### src/rtl/core/pal_pkg.sv
// Package for the positional array list: sizes, field and command codes,
// the request, response and cell command structs, and the word conversion.
// Used by pal_cell and positional_array_list_unit; depends on nothing.
`default_nettype none

package pal_pkg;

   localparam int CAPACITY  = 16;
   localparam int WORD_BITS = 32;

   // Index of one slot, and a count that can also hold CAPACITY itself.
   localparam int IDX_BITS = (CAPACITY > 1) ? $clog2(CAPACITY) : 1;
   localparam int CNT_BITS = $clog2(CAPACITY + 1);

   // Fixed widths of the channel fields.
   localparam int MODE_BITS   = 2;
   localparam int POS_BITS    = 5;
   localparam int VALUE_BITS  = 32;
   localparam int STATUS_BITS = 2;

   // Width used to compare positions against counts without overflow.
   localparam int CMP_BITS = ((POS_BITS > CNT_BITS) ? POS_BITS : CNT_BITS) + 1;

   localparam logic [MODE_BITS-1:0] MODE_INSERT = 2'd0;
   localparam logic [MODE_BITS-1:0] MODE_DELETE = 2'd1;
   localparam logic [MODE_BITS-1:0] MODE_LOCATE = 2'd2;
   localparam logic [MODE_BITS-1:0] MODE_SORTED = 2'd3;

   localparam logic [STATUS_BITS-1:0] STATUS_OK        = 2'd0;
   localparam logic [STATUS_BITS-1:0] STATUS_FULL      = 2'd1;
   localparam logic [STATUS_BITS-1:0] STATUS_BAD_POS   = 2'd2;
   localparam logic [STATUS_BITS-1:0] STATUS_NOT_FOUND = 2'd3;

   localparam logic [1:0] CELL_HOLD   = 2'd0;
   localparam logic [1:0] CELL_INSERT = 2'd1;
   localparam logic [1:0] CELL_DELETE = 2'd2;

   typedef logic [WORD_BITS-1:0] word_type;

   typedef struct packed {
      logic [MODE_BITS-1:0]         mode;
      logic [POS_BITS-1:0]          position;
      logic signed [VALUE_BITS-1:0] value;
   } req_type;

   typedef struct packed {
      logic [STATUS_BITS-1:0] status;
      logic [POS_BITS-1:0]    found_position;
      logic [POS_BITS-1:0]    entry_count;
   } rsp_type;

   // Broadcast to every cell. For an insert, slot takes the new word and
   // cells above it up to top take their lower neighbor. For a delete,
   // cells from slot below top take their upper neighbor and top clears.
   typedef struct packed {
      logic [1:0]          op;
      logic [IDX_BITS-1:0] slot;
      logic [IDX_BITS-1:0] top;
      word_type            value;
   } cell_cmd_type;

   // Sign-extends (or truncates) the request value to the list word width.
   function automatic word_type to_word(input logic signed [VALUE_BITS-1:0] v);
      return WORD_BITS'(v);
   endfunction

endpackage

`default_nettype wire

### src/rtl/core/pal_cell.sv
// One slot of the list: holds an entry, shifts to or from its neighbors on
// a broadcast command, and registers equal / greater flags against a search word.
// Depends on pal_pkg.
`default_nettype none

module pal_cell
   import pal_pkg::*;
(
   input  wire logic                clock,
   input  wire logic                reset,
   input  wire logic [IDX_BITS-1:0] cell_index,
   input  wire cell_cmd_type        cmd,
   input  wire word_type            lower_entry,
   input  wire word_type            upper_entry,
   input  wire logic [CNT_BITS-1:0] count,
   input  wire word_type            search,
   output word_type                 entry,
   output logic                     eq_flag,
   output logic                     gt_flag
);

   word_type entry_ff, entry_in;
   logic     eq_ff, eq_in;
   logic     gt_ff, gt_in;
   logic     valid;

   always_comb begin
      entry_in = entry_ff;
      case (cmd.op)
         CELL_INSERT: begin
            if (cell_index == cmd.slot) begin
               entry_in = cmd.value;
            end else if (cell_index > cmd.slot && cell_index <= cmd.top) begin
               entry_in = lower_entry;
            end
         end
         CELL_DELETE: begin
            if (cell_index >= cmd.slot && cell_index < cmd.top) begin
               entry_in = upper_entry;
            end else if (cell_index == cmd.top) begin
               entry_in = '0;
            end
         end
         default: begin
            entry_in = entry_ff;
         end
      endcase
   end

   // Only slots below the count take part in a search.
   assign valid = CNT_BITS'(cell_index) < count;
   assign eq_in = valid && (entry_ff == search);
   assign gt_in = valid && ($signed(entry_ff) > $signed(search));

   always_ff @(posedge clock) begin
      if (reset) begin
         entry_ff <= '0;
         eq_ff    <= 1'b0;
         gt_ff    <= 1'b0;
      end else begin
         entry_ff <= entry_in;
         eq_ff    <= eq_in;
         gt_ff    <= gt_in;
      end
   end

   assign entry   = entry_ff;
   assign eq_flag = eq_ff;
   assign gt_flag = gt_ff;

endmodule

`default_nettype wire

### src/rtl/core/positional_array_list_unit.sv
// Positional array list unit: a fixed-capacity ordered list of signed words
// held in a chain of pal_cell slots. Depends on pal_pkg and pal_cell.
//
// Usage: a request transfer on req_ (valid/stall) carries mode, position
// and value. Mode selects insert at a one-based position, delete at a
// position, locate the first equal entry, or insert in ascending order.
// Each request yields exactly one response transfer on rsp_ with a status
// (ok, full, bad position, not found), the found position for a locate,
// and the entry count after the operation.
// Sequence: the request is registered, then in the compare state every cell
// compares its entry with the registered value and registers its flags, and
// in the apply state the unit picks the first hit, shifts the cells and loads
// the response register, which sets rsp_valid. A new request is taken only
// after the apply step of the last one; req_stall is high while a request
// is in flight.
// The response sits in an output register, so a new request is taken while
// an earlier response still waits. If rsp_stall holds that register, the
// next request waits in its apply step until the response is taken.
// Reset clears the list to empty, all entries to zero, and drops rsp_valid.
`default_nettype none

module positional_array_list_unit
   import pal_pkg::*;
(
   input  wire logic    clock,
   input  wire logic    reset,
   input  wire logic    req_valid,
   output logic         req_stall,
   input  wire req_type req_payload,
   output logic         rsp_valid,
   input  wire logic    rsp_stall,
   output rsp_type      rsp_payload
);

   localparam logic [1:0] ST_IDLE  = 2'd0;
   localparam logic [1:0] ST_CMP   = 2'd1;
   localparam logic [1:0] ST_APPLY = 2'd2;

   logic [1:0]          state_ff, state_in;
   logic [CNT_BITS-1:0] count_ff, count_in;
   logic                rsp_valid_ff, rsp_valid_in;
   rsp_type             rsp_ff, rsp_in;
   logic [MODE_BITS-1:0] mode_ff;
   logic [POS_BITS-1:0] pos_ff;
   word_type            word_ff;

   cell_cmd_type        cmd;
   word_type            cell_entry [CAPACITY];
   logic [CAPACITY-1:0] eq_flags;
   logic [CAPACITY-1:0] gt_flags;

   logic                req_take;
   logic                apply_fire;
   logic                eq_hit, gt_hit;
   logic [IDX_BITS-1:0] eq_idx, gt_idx;
   logic [CMP_BITS-1:0] pos_ext, count_ext;
   logic                full;

   // Chain of cells; each hands its entry to both neighbors.
   for (genvar i = 0; i < CAPACITY; i++) begin : g_cell
      word_type lower, upper;
      if (i == 0) begin : g_first
         assign lower = '0;
      end else begin : g_lower
         assign lower = cell_entry[i-1];
      end
      if (i == CAPACITY - 1) begin : g_last
         assign upper = '0;
      end else begin : g_upper
         assign upper = cell_entry[i+1];
      end
      pal_cell u_cell (
         .clock       (clock),
         .reset       (reset),
         .cell_index  (IDX_BITS'(i)),
         .cmd         (cmd),
         .lower_entry (lower),
         .upper_entry (upper),
         .count       (count_ff),
         .search      (word_ff),
         .entry       (cell_entry[i]),
         .eq_flag     (eq_flags[i]),
         .gt_flag     (gt_flags[i])
      );
   end

   // First set flag, lowest slot wins.
   always_comb begin
      eq_idx = '0;
      gt_idx = '0;
      for (int i = CAPACITY - 1; i >= 0; i--) begin
         if (eq_flags[i]) begin
            eq_idx = IDX_BITS'(i);
         end
         if (gt_flags[i]) begin
            gt_idx = IDX_BITS'(i);
         end
      end
   end

   assign eq_hit    = |eq_flags;
   assign gt_hit    = |gt_flags;
   assign pos_ext   = CMP_BITS'(pos_ff);
   assign count_ext = CMP_BITS'(count_ff);
   assign full      = count_ff == CNT_BITS'(CAPACITY);

   assign req_take   = req_valid && !req_stall;
   assign apply_fire = (state_ff == ST_APPLY) && (!rsp_valid_ff || !rsp_stall);

   always_comb begin
      cmd.op    = CELL_HOLD;
      cmd.slot  = '0;
      cmd.top   = '0;
      cmd.value = word_ff;
      count_in  = count_ff;
      rsp_in    = rsp_ff;
      if (apply_fire) begin
         rsp_in.status         = STATUS_OK;
         rsp_in.found_position = '0;
         case (mode_ff)
            MODE_INSERT: begin
               if (full) begin
                  rsp_in.status = STATUS_FULL;
               end else if (pos_ff == '0 || pos_ext > count_ext + 1'b1) begin
                  rsp_in.status = STATUS_BAD_POS;
               end else begin
                  cmd.op   = CELL_INSERT;
                  cmd.slot = IDX_BITS'(pos_ext - 1'b1);
                  cmd.top  = IDX_BITS'(count_ff);
                  count_in = count_ff + 1'b1;
               end
            end
            MODE_DELETE: begin
               if (pos_ff == '0 || pos_ext > count_ext) begin
                  rsp_in.status = STATUS_BAD_POS;
               end else begin
                  cmd.op   = CELL_DELETE;
                  cmd.slot = IDX_BITS'(pos_ext - 1'b1);
                  cmd.top  = IDX_BITS'(count_ff - 1'b1);
                  count_in = count_ff - 1'b1;
               end
            end
            MODE_LOCATE: begin
               if (eq_hit) begin
                  rsp_in.found_position = POS_BITS'(CNT_BITS'(eq_idx) + 1'b1);
               end else begin
                  rsp_in.status = STATUS_NOT_FOUND;
               end
            end
            MODE_SORTED: begin
               if (full) begin
                  rsp_in.status = STATUS_FULL;
               end else begin
                  cmd.op   = CELL_INSERT;
                  cmd.slot = gt_hit ? gt_idx : IDX_BITS'(count_ff);
                  cmd.top  = IDX_BITS'(count_ff);
                  count_in = count_ff + 1'b1;
               end
            end
            default: begin
               rsp_in.status = STATUS_OK;
            end
         endcase
         rsp_in.entry_count = POS_BITS'(count_in);
      end
   end

   always_comb begin
      state_in = state_ff;
      case (state_ff)
         ST_IDLE: begin
            if (req_take) begin
               state_in = ST_CMP;
            end
         end
         ST_CMP: begin
            state_in = ST_APPLY;
         end
         ST_APPLY: begin
            if (apply_fire) begin
               state_in = ST_IDLE;
            end
         end
         default: begin
            state_in = ST_IDLE;
         end
      endcase
   end

   always_comb begin
      rsp_valid_in = rsp_valid_ff;
      if (apply_fire) begin
         rsp_valid_in = 1'b1;
      end else if (rsp_valid_ff && !rsp_stall) begin
         rsp_valid_in = 1'b0;
      end
   end

   always_ff @(posedge clock) begin
      if (reset) begin
         state_ff     <= ST_IDLE;
         count_ff     <= '0;
         rsp_valid_ff <= 1'b0;
      end else begin
         state_ff     <= state_in;
         count_ff     <= count_in;
         rsp_valid_ff <= rsp_valid_in;
      end
   end

   always_ff @(posedge clock) begin
      rsp_ff <= rsp_in;
      if (req_take) begin
         mode_ff <= req_payload.mode;
         pos_ff  <= req_payload.position;
         word_ff <= to_word(req_payload.value);
      end
   end

   assign req_stall   = state_ff != ST_IDLE;
   assign rsp_valid   = rsp_valid_ff;
   assign rsp_payload = rsp_ff;

endmodule

`default_nettype wire
### config.mk
export PLATFORM = sky130hd
export DESIGN_NAME = positional_array_list_unit
export DESIGN_NICKNAME = d
export VERILOG_FILES = /design/src/rtl/core/pal_pkg.sv /design/src/rtl/core/pal_cell.sv /design/src/rtl/core/positional_array_list_unit.sv
export SDC_FILE = /design/constraint.sdc
export NUM_CORES = 2
export LEC_CHECK = 0
export BUFFER_PORTS_ARGS = -buffer_cell sky130_fd_sc_hd__buf_2
export CAP_MARGIN = 20
export CORE_MARGIN = 4
export CORE_UTILIZATION = 60
export CTS_BUF_LIST = sky130_fd_sc_hd__clkbuf_2
export DETAILED_ROUTE_END_ITERATION = 8
export PLACE_DENSITY = 0.75
export SLEW_MARGIN = 40
export SYNTH_ARGS = -nofsm -noshare
export SYNTH_HDL_FRONTEND = slang
export SYNTH_HIERARCHICAL = 1
export SYNTH_SLANG_ARGS = --single-unit
### constraint.sdc
create_clock -name clock -period 16.45 [get_ports clock]
set_input_delay 0 -clock clock [delete_from_list [all_inputs] [get_ports clock]]
set_output_delay 0 -clock clock [all_outputs]
set_load 0.01 [all_outputs]
-- Word-level counts from Yosys, hierarchy flattened
Cells that the tools add are included.
- flip-flop bits (word level): 603
- output and inout bits: 14
- logic and storage cells: 484
- $add $sub $neg: 5
- order comparisons: 98
- eq/ne operators: 88
- multiplexer cells: 135
- reduce and logical (&&, ||, !) cells: 101
- operator list (kind ; count):
    two-way mux 32 bit ; 64
    case mux 32 bit (2 select lines) ; 16
    equality test 32 bit ; 16
    > comparator 32 bit ; 16
    two-way mux 4 bit ; 33
    inequality test 3 x 1 -> 1 bit (second input constant) ; 32
    logical AND 1 bit ; 67
    equality test 4 bit (first input constant) ; 16
    AND reduction 3 bit ; 16
    less-than comparator 4 x 5 -> 1 bit (first input constant) ; 8
    equality test 3 x 4 -> 1 bit (first input constant) ; 8
    greater-or-equal comparator 4 bit (first input constant) ; 8
    > comparator 4 bit (first input constant) ; 8
    less-or-equal comparator 4 bit (first input constant) ; 8
    less-than comparator 4 bit (first input constant) ; 8
    OR reduction 16 bit ; 2
    case mux 10 bit (3 select lines) ; 1
    two-way mux 9 bit ; 3
    less-than comparator 3 x 5 -> 1 bit (first input constant) ; 4
    two-way mux 10 bit ; 2
    two-way mux 5 bit ; 4
    equality test 2 x 4 -> 1 bit (first input constant) ; 4
    greater-or-equal comparator 3 x 4 -> 1 bit (first input constant) ; 4
    > comparator 3 x 4 -> 1 bit (first input constant) ; 4
    other kinds (36) ; 75

-- Logic depth before layout (Yosys ltp)
- depth in word-level cells: 25
- gate-level depth with buffers: 22
- depth with buffers taken out: 21

-- By module
Netlist, hierarchy kept.
- by module, submodules not included (module ; instances ; cells each ; area each (µm²)):
    pal_cell at g_cell[0].u_cell ... ; 15 ; 411 ; 3056.7
    positional_array_list_unit ; 1 ; 315 ; 3325.7
    pal_cell at g_cell[15].u_cell ; 1 ; 410 ; 3050.4

-- Least setup slack after synthesis
Ideal clock, no wire load.
- kind: reg2reg
- start: register count_ff[4]
- end: register g_cell[0].u_cell.entry_ff[10]
- setup time: 81 ps
- arrival: 7921 ps
- data required time: 16369 ps
- slack: 8448 ps
- cell stages (with the launch flop): 14
- path buffers: 2
- cells stage by stage: dfxtp_1 -> buf_2 -> inv_1 -> ha_1 -> a21o_1 -> o31a_2 -> inv_4 -> nand2_2 -> nor3_1 -> nand2b_1 -> nor2_1 -> clkbuf_1 -> a21oi_1 -> a211oi_2
- RTL lines (element ; RTL line ; text):
    start: declaration ; positional_array_list_unit.sv:40 ; logic [CNT_BITS-1:0] count_ff, count_in;
    start signal: assignment ; positional_array_list_unit.sv:206 ; count_ff <= count_in;
    end signal: assignment ; pal_cell.sv:61 ; entry_ff <= entry_in;
    end: declaration ; pal_cell.sv:22 ; word_type entry_ff, entry_in;

==> metrics.txt <==
synth unique cells 71; Starting Density 0.609; worst vdd ir roughly 67 uV; Slew headroom 0.341; unrepaired setup endpoints after global routing false; layout overhead on the synthesized area 8.59%; fin crit share 0.386; power share of the combinational group 0.186; row cnt approximately 110; Post-Syn Instances approximately 6,900; Max Cap Viol 0; sw frac 0.347; crit path max fanout 64; Most Frequent Cell on Critical Path ha_1; Synth Register Bits around 600; Critical Path RT 17.77 ns; TritonCTS buffer count 170; r2r startpoint count_ff[1]$_SDFFE_PP0P_; CTS tree yes; fin util 0.661; post-synthesis sequential area ratio 0.241; Net Switching about 1.1 mW; Setup crit start count_ff[1]$_SDFFE_PP0P_; status complete, no violations; Syn Area/Cell 7.58 um^2; Vert. Die Dim a little over 300 um; Worst-Margin Slew just under 1 ns; Post-CTS Setup Bufs 0; EDFF count, synth between 50 and 60; WL/cell 19.7 um; Finish-stage setup viols 0; CTS H-tree depth 4; Synthesis Warnings 6; Setup CP Type reg2reg; Detailed Place HPWL 117,000 um; Int Pwr 2.16 mW; Hold Vio Cnt, Final 0; gr ovfl total 0; slowest stage delay, CP roughly 0.85 ns; top_reg_cell synth dfxtp_1; Min-Delay Path Class in2reg; die width 303 um; critical path endpoint category flop; TNS Setup 0 ns; All-Layer GR Usage 0.354; critical path's top delay family compound AO/OA/AOI/OAI gates; Placer Congestion between 0.9 and 1; largest net degree at the start of global routing 87; core area 85,800 um^2; Final Slew Violations 0; Place WS 10.25 ns; final WL 167,000 um; clk root buf clkbuf_2; Worst Min Path Start reset; crit-path cells ha_1 -> nand3_1 -> xnor2_1 -> inv_1 -> ha_1 -> nand3_1 -> o21bai_1 -> a31oi_1 -> nor3_2 -> a311oi_1 -> a211oi_4 -> buf_4 -> inv_1 -> ha_1 -> nor2b_1 -> o211ai_1 -> a211oi_2 -> o32ai_4 -> buf_4 -> nor2_1 -> a211oi_2; FFs w/ async S/R, synth 0; clock slew at reported path FFs 0.11 ns; crit path DAT around 7.7 ns; antenna violations before repair 3; clock skew about 0.14 ns; slowest stage cell on the critical path dfxtp_1; initial detailed-routing violation count between 4,000 and 5,000; Final WS setup between 10 and 15 ns; drt first pass iters 6; Clock Power Share 0.350; DR vias around 52,000; Period minus WS final about 6.4 ns; static leakage around 24 nW; Clock Latency Late Sink between 1.5 and 2 ns; pwr/cell area about 60 nW/um^2; sequential share of power 0.464; Ports 57; vias in the first global route 50,000; Sink Count approximately 600; DR DRC count 0; number of port buffers 56; Buf+Inv Stages, Crit Path 4; Clock Path Buffers 3; ANT nets after route 0; DR vias/cell about 6.1; Fmax around 160 MHz; critical path startpoint category flop; mapped cell area approximately 52,000 um^2; fraction of layout cells with a size suffix above 1 0.138; fin nets 7,938; first-pass GRT wire length around 260,000 um; die footprint about 92,000 um^2
routing by layer:
| layer | GRT usage | part of all wire | vias up |
|---|---|---|---|
| li1 | - | - | 24500 |
| met1 | 0.398 | 0.37 | 23900 |
| met2 | 0.609 | 0.48 | 2268 |
| met3 | 0.0715 | 0.077 | 851 |
| met4 | 0.232 | 0.069 | 0 |
| met5 | 0 | 0 | - |
cells in the mapped netlist, drive strengths merged (2+ instances only):
cell type / count / share of area
nand2: 1184 / 0.085
nand4: 52 / 0.0062
xnor2: 9 / 0.0015
a211oi: 551 / 0.12
ha: 706 / 0.17
o211ai: 17 / 0.0024
and4: 80 / 0.013
edfxtp: 51 / 0.029
o21ai: 79 / 0.0076
o31ai: 4 / 0.00057
a31oi: 22 / 0.0046
conb: 2 / 0.00014
inv: 724 / 0.052
and2: 34 / 0.0041
a21boi: 2 / 0.00029
a221oi: 33 / 0.0055
a221o: 48 / 0.0092
nand3: 108 / 0.010
o2bb2ai: 2 / 0.00034
o31a: 2 / 0.00036
dfxtp: 552 / 0.21
a32o: 2 / 0.00038
o32ai: 19 / 0.0091
mux2i: 19 / 0.0036
and3: 19 / 0.0023
o2111ai: 2 / 0.00034
clkbuf: 262 / 0.019
nor2b: 54 / 0.0065
nor2: 591 / 0.043
a21oi: 1243 / 0.12
a21o: 129 / 0.019
o21bai: 4 / 0.00057
or2: 3 / 0.00036
or3: 2 / 0.00024
o22ai: 3 / 0.00036
a2111oi: 2 / 0.00046
a211o: 18 / 0.0030
nand3b: 16 / 0.0023
nor4: 24 / 0.0029
nor3: 15 / 0.0015
buf: 133 / 0.020
nand2b: 55 / 0.0066
worst min-delay path: stages:
cell and delay [ns]:
dlygate4sd3_1 0.52, dlygate4sd3_1 0.58, buf_8 0.14, buf_16 0.37, a211oi_2 0.05
stage by stage:
stage               hold WS, ns  instance area (um^2)  power (mW)  std cells
global route              0.200                 56700        3.48       8471
floorplan                0.0989                 53100        1.97       7128
finish                    0.273                 56700        3.31       8471
CTS                       0.103                 56700        3.30       8461
global placement          0.176                 53700        2.11       8029
detailed placement        0.178                 53800        2.13       8032
path summary, 6_finish.rpt:
path	to	slack, ns	cells past startpoint
min	g_cell[15].u_cell/entry[23]$_SDFFE_PP0P_	0.27	5
min reg2reg	g_cell[0].u_cell/entry[26]$_SDFFE_PP0P_	0.54	2
max	g_cell[9].u_cell/entry[12]$_SDFFE_PP0P_	10.10	21
max reg2reg	g_cell[9].u_cell/entry[12]$_SDFFE_PP0P_	10.10	21
registers in the layout (all words and copies together), names as in the netlist:
signal and flops:
pos_ff 5, g_cell.u_cell/gt_flag 16, g_cell.u_cell/entry 512, mode_ff 2, word_ff 32, rsp_payload 12, count_ff 5, g_cell.u_cell/eq_flag 16
state_ff 2, rsp_valid 1
area by class of cell:
cell class                 count  area [um^2]
clock buffer                 251         1260
timing repair buffer         284         2410
inverter                     725         2720
clock inverter                49          288
antenna                       10         25.0
sequential                   603        12600
multi-input combinational   5405        36000
fill                        7350        29100
tap                         1144         1430
repair_timing:
item | CTS | global route
hold buffers | 129 | 0
resized for setup | 0 | 0
hold endpoints to repair | 401 | 0
cells by family after synthesis:
kind of cell | Yosys count | share of synthesized area
other | 2 | 0.000144
adders and majority gates | 706 | 0.169
DFF | 603 | 0.241
AOI/OAI and AO/OA | 2188 | 0.307
buffers and inverters | 1120 | 0.0914
and+or+nand+nor | 2241 | 0.185
muxes | 20 | 0.00386
xor gates and xnor gates | 10 | 0.00168
power groups by stage:
| stage | Clock (mW) | Combinational (mW) | Sequential, mW |
|---|---|---|---|
| floorplan | 0 | 0.389 | 1.58 |
| global placement | 0 | 0.538 | 1.57 |
| detailed placement | 0 | 0.565 | 1.57 |
| CTS | 1.17 | 0.592 | 1.54 |
| global route | 1.26 | 0.678 | 1.54 |
| finish | 1.16 | 0.614 | 1.54 |
layout by cell type, fill, tap and decap left out, drive strengths merged, types with 52 or more instances in the layout:
master / Yosys / routed
nor2b: 54 / 54
nor2: 591 / 591
ha: 706 / 706
buf: 133 / 156
dlygate4sd3: 0 / 128
and4: 80 / 80
nand2: 1184 / 1184
conb: 2 / 240
inv: 724 / 727
a21o: 129 / 129
clkbuf: 262 / 251
dfxtp: 552 / 552
nand3: 108 / 108
a21oi: 1243 / 1243
nand4: 52 / 52
o21ai: 79 / 79
nand2b: 55 / 55
a211oi: 551 / 551
Note: power is estimated with default switching activity, not from simulation.
